### config.mk
export PLATFORM = sky130hd
export DESIGN_NAME = go_to_pose_steering
export DESIGN_NICKNAME = d
export VERILOG_FILES = /design/src/hdl/gtps_pkg.sv /design/src/hdl/gtps_mul.sv /design/src/hdl/gtps_cordic.sv /design/src/hdl/go_to_pose_steering.sv
export SDC_FILE = /design/constraint.sdc
export NUM_CORES = 2
export LEC_CHECK = 0
export BUFFER_PORTS_ARGS = -buffer_cell sky130_fd_sc_hd__buf_2
export CORE_UTILIZATION = 25
export CTS_BUF_LIST = sky130_fd_sc_hd__clkbuf_8
export DETAILED_ROUTE_END_ITERATION = 16
export PLACE_DENSITY = 0.35
export SLEW_MARGIN = 25
export SYNTH_ARGS = -nofsm -noshare
export SYNTH_HDL_FRONTEND = slang
export SYNTH_SLANG_ARGS = --single-unit
### constraint.sdc
create_clock -name clk -period 19.95 [get_ports clk]
set_clock_uncertainty 0.2 [all_clocks]
set_input_delay 1.995 -clock clk [delete_from_list [all_inputs] [get_ports clk]]
set_output_delay 1.995 -clock clk [all_outputs]
set_load 0.02 [all_outputs]
### src/hdl/gtps_pkg.sv
`default_nettype none
package gtps_pkg;

	localparam int CORDIC_STEPS = 16;
	localparam int CNT_W = (CORDIC_STEPS > 1) ? $clog2(CORDIC_STEPS) : 1;

	localparam int POS_W = 24;
	localparam int ANG_W = 16;
	localparam int DIF_W = POS_W + 1;
	localparam int CRD_W = POS_W + 4;
	localparam int ZW = 32;
	localparam int RAD_W = 25;
	localparam int ACC_W = 34;

	localparam int MUL_A_W = 35;
	localparam int MUL_B_W = 19;
	localparam int PROD_W = MUL_A_W + MUL_B_W;

	localparam int CFG_IDX_W = 3;
	localparam int CFG_DAT_W = 23;

	localparam logic signed [MUL_B_W-1:0] K_MAG = 19'sd39797;
	localparam logic signed [MUL_B_W-1:0] K_TURN = 19'sd205887;
	localparam logic [16:0] BEARING_LIMIT = 17'd3640;
	localparam logic [16:0] HEADING_LIMIT = 17'd1043;

	typedef enum logic [1:0] {
		OP_START = 2'd0,
		OP_POSE  = 2'd1,
		OP_STOP  = 2'd2,
		OP_SPARE = 2'd3
	} op_t;

	typedef enum logic [1:0] {
		TS_INIT = 2'd0,
		TS_RUN  = 2'd1,
		TS_DONE = 2'd2,
		TS_TERM = 2'd3
	} status_t;

	typedef enum logic [CFG_IDX_W-1:0] {
		REG_ARRIVE  = 3'd0,
		REG_SPEED_G = 3'd1,
		REG_BEAR_G  = 3'd2,
		REG_HEAD_G  = 3'd3,
		REG_SPEED_L = 3'd4,
		REG_TURN_L  = 3'd5,
		REG_HEAD_T  = 3'd6,
		REG_NONE    = 3'd7
	} reg_idx_t;

	typedef enum logic [3:0] {
		ST_IDLE,
		ST_CORD,
		ST_MAG,
		ST_RND,
		ST_VEL,
		ST_BG,
		ST_HG,
		ST_SUM,
		ST_TRN,
		ST_FIN,
		ST_OUT
	} state_t;

	typedef struct packed {
		logic start;
	} cord_ctl_t;

	typedef struct packed {
		logic busy;
		logic done;
	} cord_sts_t;

	function automatic logic [ZW-1:0] atan_at(input logic [4:0] idx);
		logic [ZW-1:0] v;
		case (idx)
			5'd0:    v = 32'd536870912;
			5'd1:    v = 32'd316933406;
			5'd2:    v = 32'd167458907;
			5'd3:    v = 32'd85004756;
			5'd4:    v = 32'd42667331;
			5'd5:    v = 32'd21354465;
			5'd6:    v = 32'd10679838;
			5'd7:    v = 32'd5340245;
			5'd8:    v = 32'd2670163;
			5'd9:    v = 32'd1335087;
			5'd10:   v = 32'd667544;
			5'd11:   v = 32'd333772;
			5'd12:   v = 32'd166886;
			5'd13:   v = 32'd83443;
			5'd14:   v = 32'd41722;
			5'd15:   v = 32'd20861;
			5'd16:   v = 32'd10430;
			5'd17:   v = 32'd5215;
			5'd18:   v = 32'd2608;
			5'd19:   v = 32'd1304;
			5'd20:   v = 32'd652;
			5'd21:   v = 32'd326;
			5'd22:   v = 32'd163;
			5'd23:   v = 32'd81;
			default: v = '0;
		endcase
		return v;
	endfunction

	function automatic logic [16:0] abs16(input logic signed [15:0] v);
		logic signed [16:0] e;
		e = {v[15], v};
		return (e < 0) ? 17'(-e) : 17'(e);
	endfunction

endpackage
`default_nettype wire

### src/hdl/gtps_mul.sv
`default_nettype none
module gtps_mul import gtps_pkg::*; (
	input  logic                       clk,
	input  logic signed [MUL_A_W-1:0]  a,
	input  logic signed [MUL_B_W-1:0]  b,
	output logic signed [PROD_W-1:0]   prod
);

	logic signed [PROD_W-1:0] prod_q;

	always_ff @(posedge clk) begin
		prod_q <= a * b;
	end

	assign prod = prod_q;

endmodule
`default_nettype wire

### src/hdl/gtps_cordic.sv
`default_nettype none
module gtps_cordic import gtps_pkg::*; (
	input  logic                     clk,
	input  logic                     arst_n,
	input  cord_ctl_t                ctl,
	input  logic signed [DIF_W-1:0]  dx,
	input  logic signed [DIF_W-1:0]  dy,
	output cord_sts_t                sts,
	output logic signed [CRD_W-1:0]  mag,
	output logic [ZW-1:0]            angle
);

	localparam logic [CNT_W-1:0] LAST = CNT_W'(CORDIC_STEPS - 1);

	logic                    busy_q;
	logic                    done_q;
	logic                    zero_q;
	logic [CNT_W-1:0]        cnt_q;
	logic signed [CRD_W-1:0] x_q;
	logic signed [CRD_W-1:0] y_q;
	logic [ZW-1:0]           z_q;

	logic signed [CRD_W-1:0] dx_e;
	logic signed [CRD_W-1:0] dy_e;
	logic signed [CRD_W-1:0] xs;
	logic signed [CRD_W-1:0] ys;
	logic [ZW-1:0]           at;

	assign dx_e = CRD_W'(dx);
	assign dy_e = CRD_W'(dy);
	assign xs = x_q >>> cnt_q;
	assign ys = y_q >>> cnt_q;
	assign at = atan_at(5'(cnt_q));

	always_ff @(posedge clk or negedge arst_n) begin
		if (!arst_n) begin
			busy_q <= 1'b0;
			done_q <= 1'b0;
			zero_q <= 1'b0;
			cnt_q <= '0;
		end else begin
			done_q <= 1'b0;
			if (ctl.start) begin
				busy_q <= 1'b1;
				cnt_q <= '0;
				zero_q <= (dx == '0) && (dy == '0);
			end else if (busy_q) begin
				cnt_q <= cnt_q + 1'b1;
				if (cnt_q == LAST) begin
					busy_q <= 1'b0;
					done_q <= 1'b1;
				end
			end
		end
	end

	always_ff @(posedge clk) begin
		if (ctl.start) begin
			if (dx_e < 0) begin
				x_q <= -dx_e;
				y_q <= -dy_e;
				z_q <= 32'h8000_0000;
			end else begin
				x_q <= dx_e;
				y_q <= dy_e;
				z_q <= '0;
			end
		end else if (busy_q) begin
			if (y_q > 0) begin
				x_q <= x_q + ys;
				y_q <= y_q - xs;
				z_q <= z_q + at;
			end else begin
				x_q <= x_q - ys;
				y_q <= y_q + xs;
				z_q <= z_q - at;
			end
		end
	end

	assign sts.busy = busy_q;
	assign sts.done = done_q;
	assign mag = zero_q ? '0 : x_q;
	assign angle = zero_q ? '0 : z_q;

endmodule
`default_nettype wire

### src/hdl/go_to_pose_steering.sv
// Go-to-pose steering for a unicycle robot. A start transaction stores the
// target pose (optionally offset by the current position) and the mode and
// answers with status initialised; a stop (or spare) transaction answers
// with a zero command and status terminated. A pose transaction runs one
// CORDIC vectoring pass, one rotation per cycle for CORDIC_STEPS rotations,
// to get distance and bearing, then eight more sequencer steps on a single
// shared 35x19 multiplier for magnitude scaling, speed and the turn law. A
// pose result is registered in the last sequencer step; any other result
// appears in the cycle after acceptance, and the input is ready again in
// the cycle after the result is taken. The user must write configuration
// registers through cfg_we / cfg_index / cfg_data only while idle (the block does not enforce this).
`default_nettype none
module go_to_pose_steering import gtps_pkg::*; (
	input  logic                  clk,
	input  logic                  arst_n,
	input  logic                  cfg_we,
	input  logic [CFG_IDX_W-1:0]  cfg_index,
	input  logic [CFG_DAT_W-1:0]  cfg_data,
	input  logic                  in_valid,
	output logic                  in_ready,
	input  logic [1:0]            operation,
	input  logic signed [23:0]    pos_x,
	input  logic signed [23:0]    pos_y,
	input  logic signed [15:0]    heading,
	input  logic signed [23:0]    goal_x,
	input  logic signed [23:0]    goal_y,
	input  logic signed [15:0]    goal_heading,
	input  logic                  relative_goal,
	input  logic                  combined_mode,
	output logic                  out_valid,
	input  logic                  out_ready,
	output logic [14:0]           linear_speed,
	output logic signed [15:0]    turn_rate,
	output logic                  command_valid,
	output logic [1:0]            task_status
);

	state_t state_q;
	state_t state_d;

	logic [22:0] arrive_distance_q;
	logic [15:0] speed_gain_q;
	logic [15:0] bearing_gain_q;
	logic [15:0] heading_gain_q;
	logic [14:0] speed_limit_q;
	logic [14:0] turn_limit_q;
	logic [14:0] heading_tolerance_q;

	logic signed [POS_W-1:0] tgt_x_q;
	logic signed [POS_W-1:0] tgt_y_q;
	logic signed [ANG_W-1:0] tgt_h_q;
	logic                    mode_q;

	logic signed [ANG_W-1:0] th_q;
	logic [RAD_W-1:0]        r_q;
	logic signed [ANG_W-1:0] alpha_q;
	logic signed [ANG_W-1:0] gamma_q;
	logic [14:0]             vel_q;
	logic signed [ACC_W-1:0] acc_q;

	logic [14:0]        spd_q;
	logic signed [15:0] turn_q;
	logic               cmd_q;
	logic [1:0]         status_q;

	cord_ctl_t               cctl;
	cord_sts_t               csts;
	logic signed [DIF_W-1:0] dx;
	logic signed [DIF_W-1:0] dy;
	logic signed [CRD_W-1:0] cmag;
	logic [ZW-1:0]           cang;

	logic signed [MUL_A_W-1:0] mul_a;
	logic signed [MUL_B_W-1:0] mul_b;
	logic signed [PROD_W-1:0]  prod;

	logic                    accept;
	logic [41:0]             rsum;
	logic [ZW-1:0]           bsum;
	logic [34:0]             vprod;
	logic signed [PROD_W-1:0] tsum;
	logic signed [26:0]      tsh;
	logic signed [26:0]      lim27;
	logic signed [15:0]      tclamp;
	logic signed [15:0]      tl_pos;
	logic signed [15:0]      tl_neg;
	logic signed [ANG_W-1:0] hdg_err;
	logic                    near;
	logic [14:0]             fin_spd;
	logic signed [15:0]      fin_turn;
	logic                    fin_cmd;
	logic [1:0]              fin_status;

	assign accept = in_valid && in_ready;
	assign dx = DIF_W'(tgt_x_q) - DIF_W'(pos_x);
	assign dy = DIF_W'(tgt_y_q) - DIF_W'(pos_y);

	gtps_cordic u_cordic (
		.clk    (clk),
		.arst_n (arst_n),
		.ctl    (cctl),
		.dx     (dx),
		.dy     (dy),
		.sts    (csts),
		.mag    (cmag),
		.angle  (cang)
	);

	gtps_mul u_mul (
		.clk  (clk),
		.a    (mul_a),
		.b    (mul_b),
		.prod (prod)
	);

	always_comb begin
		state_d = state_q;
		unique case (state_q)
			ST_IDLE: begin
				if (in_valid) begin
					state_d = (operation == OP_POSE) ? ST_CORD : ST_OUT;
				end
			end
			ST_CORD: begin
				if (csts.done) begin
					state_d = ST_MAG;
				end
			end
			ST_MAG: state_d = ST_RND;
			ST_RND: state_d = ST_VEL;
			ST_VEL: state_d = ST_BG;
			ST_BG:  state_d = ST_HG;
			ST_HG:  state_d = ST_SUM;
			ST_SUM: state_d = ST_TRN;
			ST_TRN: state_d = ST_FIN;
			ST_FIN: state_d = ST_OUT;
			ST_OUT: begin
				if (out_ready) begin
					state_d = ST_IDLE;
				end
			end
			default: state_d = ST_IDLE;
		endcase
	end

	always_comb begin
		in_ready = (state_q == ST_IDLE);
		out_valid = (state_q == ST_OUT);
		cctl.start = in_valid && (state_q == ST_IDLE) && (operation == OP_POSE);
		mul_a = '0;
		mul_b = '0;
		unique case (state_q)
			ST_MAG: begin
				mul_a = MUL_A_W'(cmag);
				mul_b = K_MAG;
			end
			ST_VEL: begin
				mul_a = {10'b0, r_q};
				mul_b = {3'b0, speed_gain_q};
			end
			ST_BG: begin
				mul_a = MUL_A_W'(alpha_q);
				mul_b = {3'b0, bearing_gain_q};
			end
			ST_HG: begin
				mul_a = MUL_A_W'(gamma_q);
				mul_b = {3'b0, heading_gain_q};
			end
			ST_TRN: begin
				mul_a = MUL_A_W'(acc_q);
				mul_b = K_TURN;
			end
			default: begin
				mul_a = '0;
				mul_b = '0;
			end
		endcase
	end

	always_ff @(posedge clk or negedge arst_n) begin
		if (!arst_n) begin
			state_q <= ST_IDLE;
		end else begin
			state_q <= state_d;
		end
	end

	always_ff @(posedge clk or negedge arst_n) begin
		if (!arst_n) begin
			arrive_distance_q <= 23'd102;
			speed_gain_q <= 16'd256;
			bearing_gain_q <= 16'd256;
			heading_gain_q <= 16'd0;
			speed_limit_q <= 15'd4096;
			turn_limit_q <= 15'd4096;
			heading_tolerance_q <= 15'd1043;
		end else if (cfg_we) begin
			unique case (cfg_index)
				REG_ARRIVE:  arrive_distance_q <= cfg_data;
				REG_SPEED_G: speed_gain_q <= cfg_data[15:0];
				REG_BEAR_G:  bearing_gain_q <= cfg_data[15:0];
				REG_HEAD_G:  heading_gain_q <= cfg_data[15:0];
				REG_SPEED_L: speed_limit_q <= cfg_data[14:0];
				REG_TURN_L:  turn_limit_q <= cfg_data[14:0];
				REG_HEAD_T:  heading_tolerance_q <= cfg_data[14:0];
				default: ;
			endcase
		end
	end

	always_ff @(posedge clk or negedge arst_n) begin
		if (!arst_n) begin
			tgt_x_q <= '0;
			tgt_y_q <= '0;
			tgt_h_q <= '0;
			mode_q <= 1'b0;
		end else if (accept && (operation == OP_START)) begin
			tgt_x_q <= relative_goal ? goal_x + pos_x : goal_x;
			tgt_y_q <= relative_goal ? goal_y + pos_y : goal_y;
			tgt_h_q <= goal_heading;
			mode_q <= combined_mode;
		end
	end

	always_comb begin
		rsum = prod[41:0] + 42'd32768;
		bsum = cang + 32'h0000_8000;
		vprod = prod[40:6];
		tsum = prod + PROD_W'(64'sd67108864);
		tsh = tsum[PROD_W-1:27];
		lim27 = {12'b0, turn_limit_q};
		tl_pos = {1'b0, turn_limit_q};
		tl_neg = -tl_pos;
		if (tsh > lim27) begin
			tclamp = tl_pos;
		end else if (tsh < -lim27) begin
			tclamp = tl_neg;
		end else begin
			tclamp = tsh[15:0];
		end
		hdg_err = tgt_h_q - th_q;
		near = r_q < {2'b0, arrive_distance_q};
		fin_spd = '0;
		fin_turn = '0;
		fin_cmd = 1'b1;
		fin_status = TS_RUN;
		if (!mode_q) begin
			if (near) begin
				if (abs16(hdg_err) > HEADING_LIMIT) begin
					fin_turn = (hdg_err > 0) ? tl_pos : tl_neg;
				end else begin
					fin_cmd = 1'b0;
					fin_status = TS_DONE;
				end
			end else if (abs16(alpha_q) > BEARING_LIMIT) begin
				fin_turn = (alpha_q > 0) ? tl_pos : tl_neg;
			end else begin
				fin_spd = vel_q;
				fin_turn = tclamp;
			end
		end else begin
			if (near) begin
				if (abs16(gamma_q) < {2'b0, heading_tolerance_q}) begin
					fin_status = TS_DONE;
				end else begin
					fin_cmd = 1'b0;
				end
			end else begin
				fin_spd = vel_q;
				fin_turn = tclamp;
			end
		end
	end

	always_ff @(posedge clk) begin
		if (accept) begin
			th_q <= heading;
			if (operation == OP_START) begin
				spd_q <= '0;
				turn_q <= '0;
				cmd_q <= 1'b0;
				status_q <= TS_INIT;
			end else begin
				spd_q <= '0;
				turn_q <= '0;
				cmd_q <= 1'b1;
				status_q <= TS_TERM;
			end
		end
		case (state_q)
			ST_RND: begin
				r_q <= rsum[40:16];
				alpha_q <= bsum[31:16] - th_q;
			end
			ST_VEL: gamma_q <= tgt_h_q - th_q - alpha_q;
			ST_BG:  vel_q <= (vprod > {20'b0, speed_limit_q}) ? speed_limit_q : vprod[14:0];
			ST_HG:  acc_q <= prod[ACC_W-1:0];
			ST_SUM: begin
				if (mode_q) begin
					acc_q <= acc_q + prod[ACC_W-1:0];
				end
			end
			ST_FIN: begin
				spd_q <= fin_spd;
				turn_q <= fin_turn;
				cmd_q <= fin_cmd;
				status_q <= fin_status;
			end
			default: ;
		endcase
	end

	assign linear_speed = spd_q;
	assign turn_rate = turn_q;
	assign command_valid = cmd_q;
	assign task_status = status_q;

	a_no_cmd_zero: assert property (@(posedge clk) disable iff (!arst_n)
		out_valid && !command_valid |-> linear_speed == '0 && turn_rate == '0)
		else $error("result without command carries nonzero speed or turn");

	a_ready_excl: assert property (@(posedge clk) disable iff (!arst_n)
		in_ready |-> !out_valid)
		else $error("input ready while a result is pending");

	a_cordic_owned: assert property (@(posedge clk) disable iff (!arst_n)
		csts.busy || csts.done |-> state_q == ST_CORD)
		else $error("vectoring unit active outside its sequencer step");

	a_quick_ops: assert property (@(posedge clk) disable iff (!arst_n)
		accept && operation != OP_POSE |=> out_valid)
		else $error("start or stop result not presented on the next cycle");

	a_init_no_cmd: assert property (@(posedge clk) disable iff (!arst_n)
		out_valid && task_status == TS_INIT |-> !command_valid)
		else $error("start result carries a command");

endmodule
`default_nettype wire

==> impl_metrics.yaml <==
drt:
  final_antenna_net_count: 0
  routedWlPerCell_um: 23.0
  routed_wl_mm: 250
  drtIter0Drc: 3159
  drt-pass1-iter-count: 5
  drc: 0
  vias: 52400
  viasPerCell: 4.83
worst_setup_path:
  timing.rr.start: "state_q[2]"
  crit_slowest_cell: "nand4_1"
  cp_slowest_stage_delay_ps: 1030
  crit_fanout: 36
  crit_path_start: "state_q[2]"
  end_kind: "flop"
  cp.required_ps: 20550
  critPathKind: "flop to flop"
  arrival_ps: 11520
  startpoint_type: "flop"
  critical_path.most_common_cell: "fa_1"
placed_design:
  dp_hpwl_mm: 203
  place_area_mm2: 0.0687
  gp_congestion: 0.882
  preCtsSetupSlack_ps: 8860
  io_buffer_count: 198
clock_tree:
  clock_sinks: 490
  cts-root-buf: "clkbuf_8"
  clk_latency_ps: 900
  cts_resized: 0
  cts_buffers: 104
  cts_buffer_depth: 3
  clk_pin_slew_ps: 60
  cts_tree: "yes"
  htreeDepth: 3
  ctsHoldBuffers: 0
  postCtsSetupBuffers: 0
synth:
  synth_cell_types: 93
  netlist_instances: 7281
  yosys_warnings: 0
  synth-seq-cells: 490
  ys_seq_area_share_pct: 20.8
  synth-edff-count: 244
  syn_area_per_cell_um2: 8.76
  syn_nets: 8546
  synth_ff_type: "edfxtp_1"
  syn_area_mm2: 0.0637
  async_flop_share_pct: 39.2
sta:
  setup-tns-final_ps: 0
  worstMarginPinSlew_ps: 1060
  finalMaxSlewViolations: 0
  finalCritPeriodShare_pct: 54.8
  relSlewSlack_pct: 29.3
  setup_viol: 0
  period_needed_ps: 10930
  rsz0062_at_grt: "false"
  finalHoldViolations: 0
  max_freq_ghz: 0.0915
  setup_slack_ps: 9020
die:
  initial_core_util_pct: 25.1
  core_area_mm2: 0.254
  die_width_um: 507
  dieArea_mm2: 0.257
  placementRows: 185
  die_h_um: 507
  io_pins: 199
outcome:
  outcome: "finished, final reports clean"
finish:
  area_delta_synth_final_pct: 11.5
  final_common_cell: "inv_1"
  final_cell_mix: "inv_1, nand2_1, fa_1, nor2_1, ha_1"
  final_core_util_pct: 28.0
  fin_nets: 8658
  drive_above_1_share_pct: 9.85
  postLayoutCellArea_mm2: 0.0711
  nFillCells: 27400
global_routing:
  grt_pass1_vias: 54100
  grt_antenna_before_repair: 48
  grt_usage_pct: 19.4
  grt_pass1_wl_mm: 369
  grt_max_degree: 104
  gr-total-overflow: 0
flow_run:
  cap_viol_max_count: 0
worst_hold_path:
  hold_start: "tgt_x_q[18]"
  hold_path.class: "flop to flop"
==> metrics by stage <==
step / hold WS, ps / cells
5_1_grt: 308 / 10900
3_5_place_dp: 274 / 10700
2_1_floorplan: 250 / 7281
4_1_cts: 286 / 10800
6_report: 280 / 10900
3_3_place_gp: 262 / 10700
==> flip-flops by register name (all words and copies together), names as in the netlist, 23 cells and up <==
register,cells
tgt_x_q,24
u_cordic.z_q,32
u_cordic.y_q,28
u_mul.prod,54
r_q,25
tgt_y_q,24
arrive_distance_q,23
acc_q,34
u_cordic.x_q,28
==> cell families (layout without fill, tap and decap cells) <==
kind of cell | Yosys count | count (layout) | synth area share [%]
AND/OR/NAND/NOR | 2159 | 2159 | 15.6
XOR/XNOR | 479 | 479 | 6.58
other | 0 | 10 | 0
buffers and inverters | 1323 | 1525 | 7.87
flip-flops | 490 | 490 | 20.8
AO/OA/AOI/OAI | 1449 | 1449 | 14.5
multiplexers | 279 | 279 | 6.00
adder cells (fa/ha/maj) | 1102 | 1102 | 28.7
==> final timing paths <==
check | end | slack [ps] | depth (start not counted)
setup / recovery | u_mul.prod[51] | 9020 | 29
hold / removal | tgt_x_q[18] | 280 | 2
setup reg to reg | u_mul.prod[51] | 9020 | 29
hold reg to reg | tgt_x_q[18] | 280 | 2
max in group asynchronous | arrive_distance_q[9] | 17110 | 2
min in group asynchronous | tgt_y_q[3] | 850 | 1
==> cell type report <==
cell class | instances | area, um2 | share of cell area, %
clock inverter | 77 | 681 | 0.958
tap | 3366 | 4210 | 5.93
clock buffer | 119 | 1640 | 2.31
antenna | 10 | 25.0 | 0.0352
multi-input combinational | 5468 | 45700 | 64.3
inverter | 1045 | 3920 | 5.52
sequential | 490 | 13200 | 18.6
timing repair buffer | 284 | 1660 | 2.33
==> critical path: cells and delay by family (launching register included) <==
family          cells  cell delay, ps
compound gates     10            3960
fa+ha+maj           7            2960
simple gates        6            2520
buf+inv             6             670
flops               1             510
==> metal layers <==
metal	GRT usage (%)	vias up	part of all wire [%]
met5	0	-	0.039
met4	5.27	16	3.0
met3	1.95	275	3.4
met2	34.6	1034	50
met1	24.6	26300	43
li1	-	24800	-
==> synth_stat cells (all sizes together), types with 144 or more instances <==
cell type     n  area, um2
inv        1044       3920
nand2       813       3050
fa          602      12100
nor2        564       2120
ha          500       6260
a21oi       390       1950
o21ai       383       1920
xnor2       329       2880
edfxtp      244       7330
clkbuf      218        818
dfrtp       180       4500
xor2        150       1310
a21o        144       1080
Power is left out: the tool's default activity adds up to more than one toggle a clock period on the data nets, which glitch-free logic cannot reach.
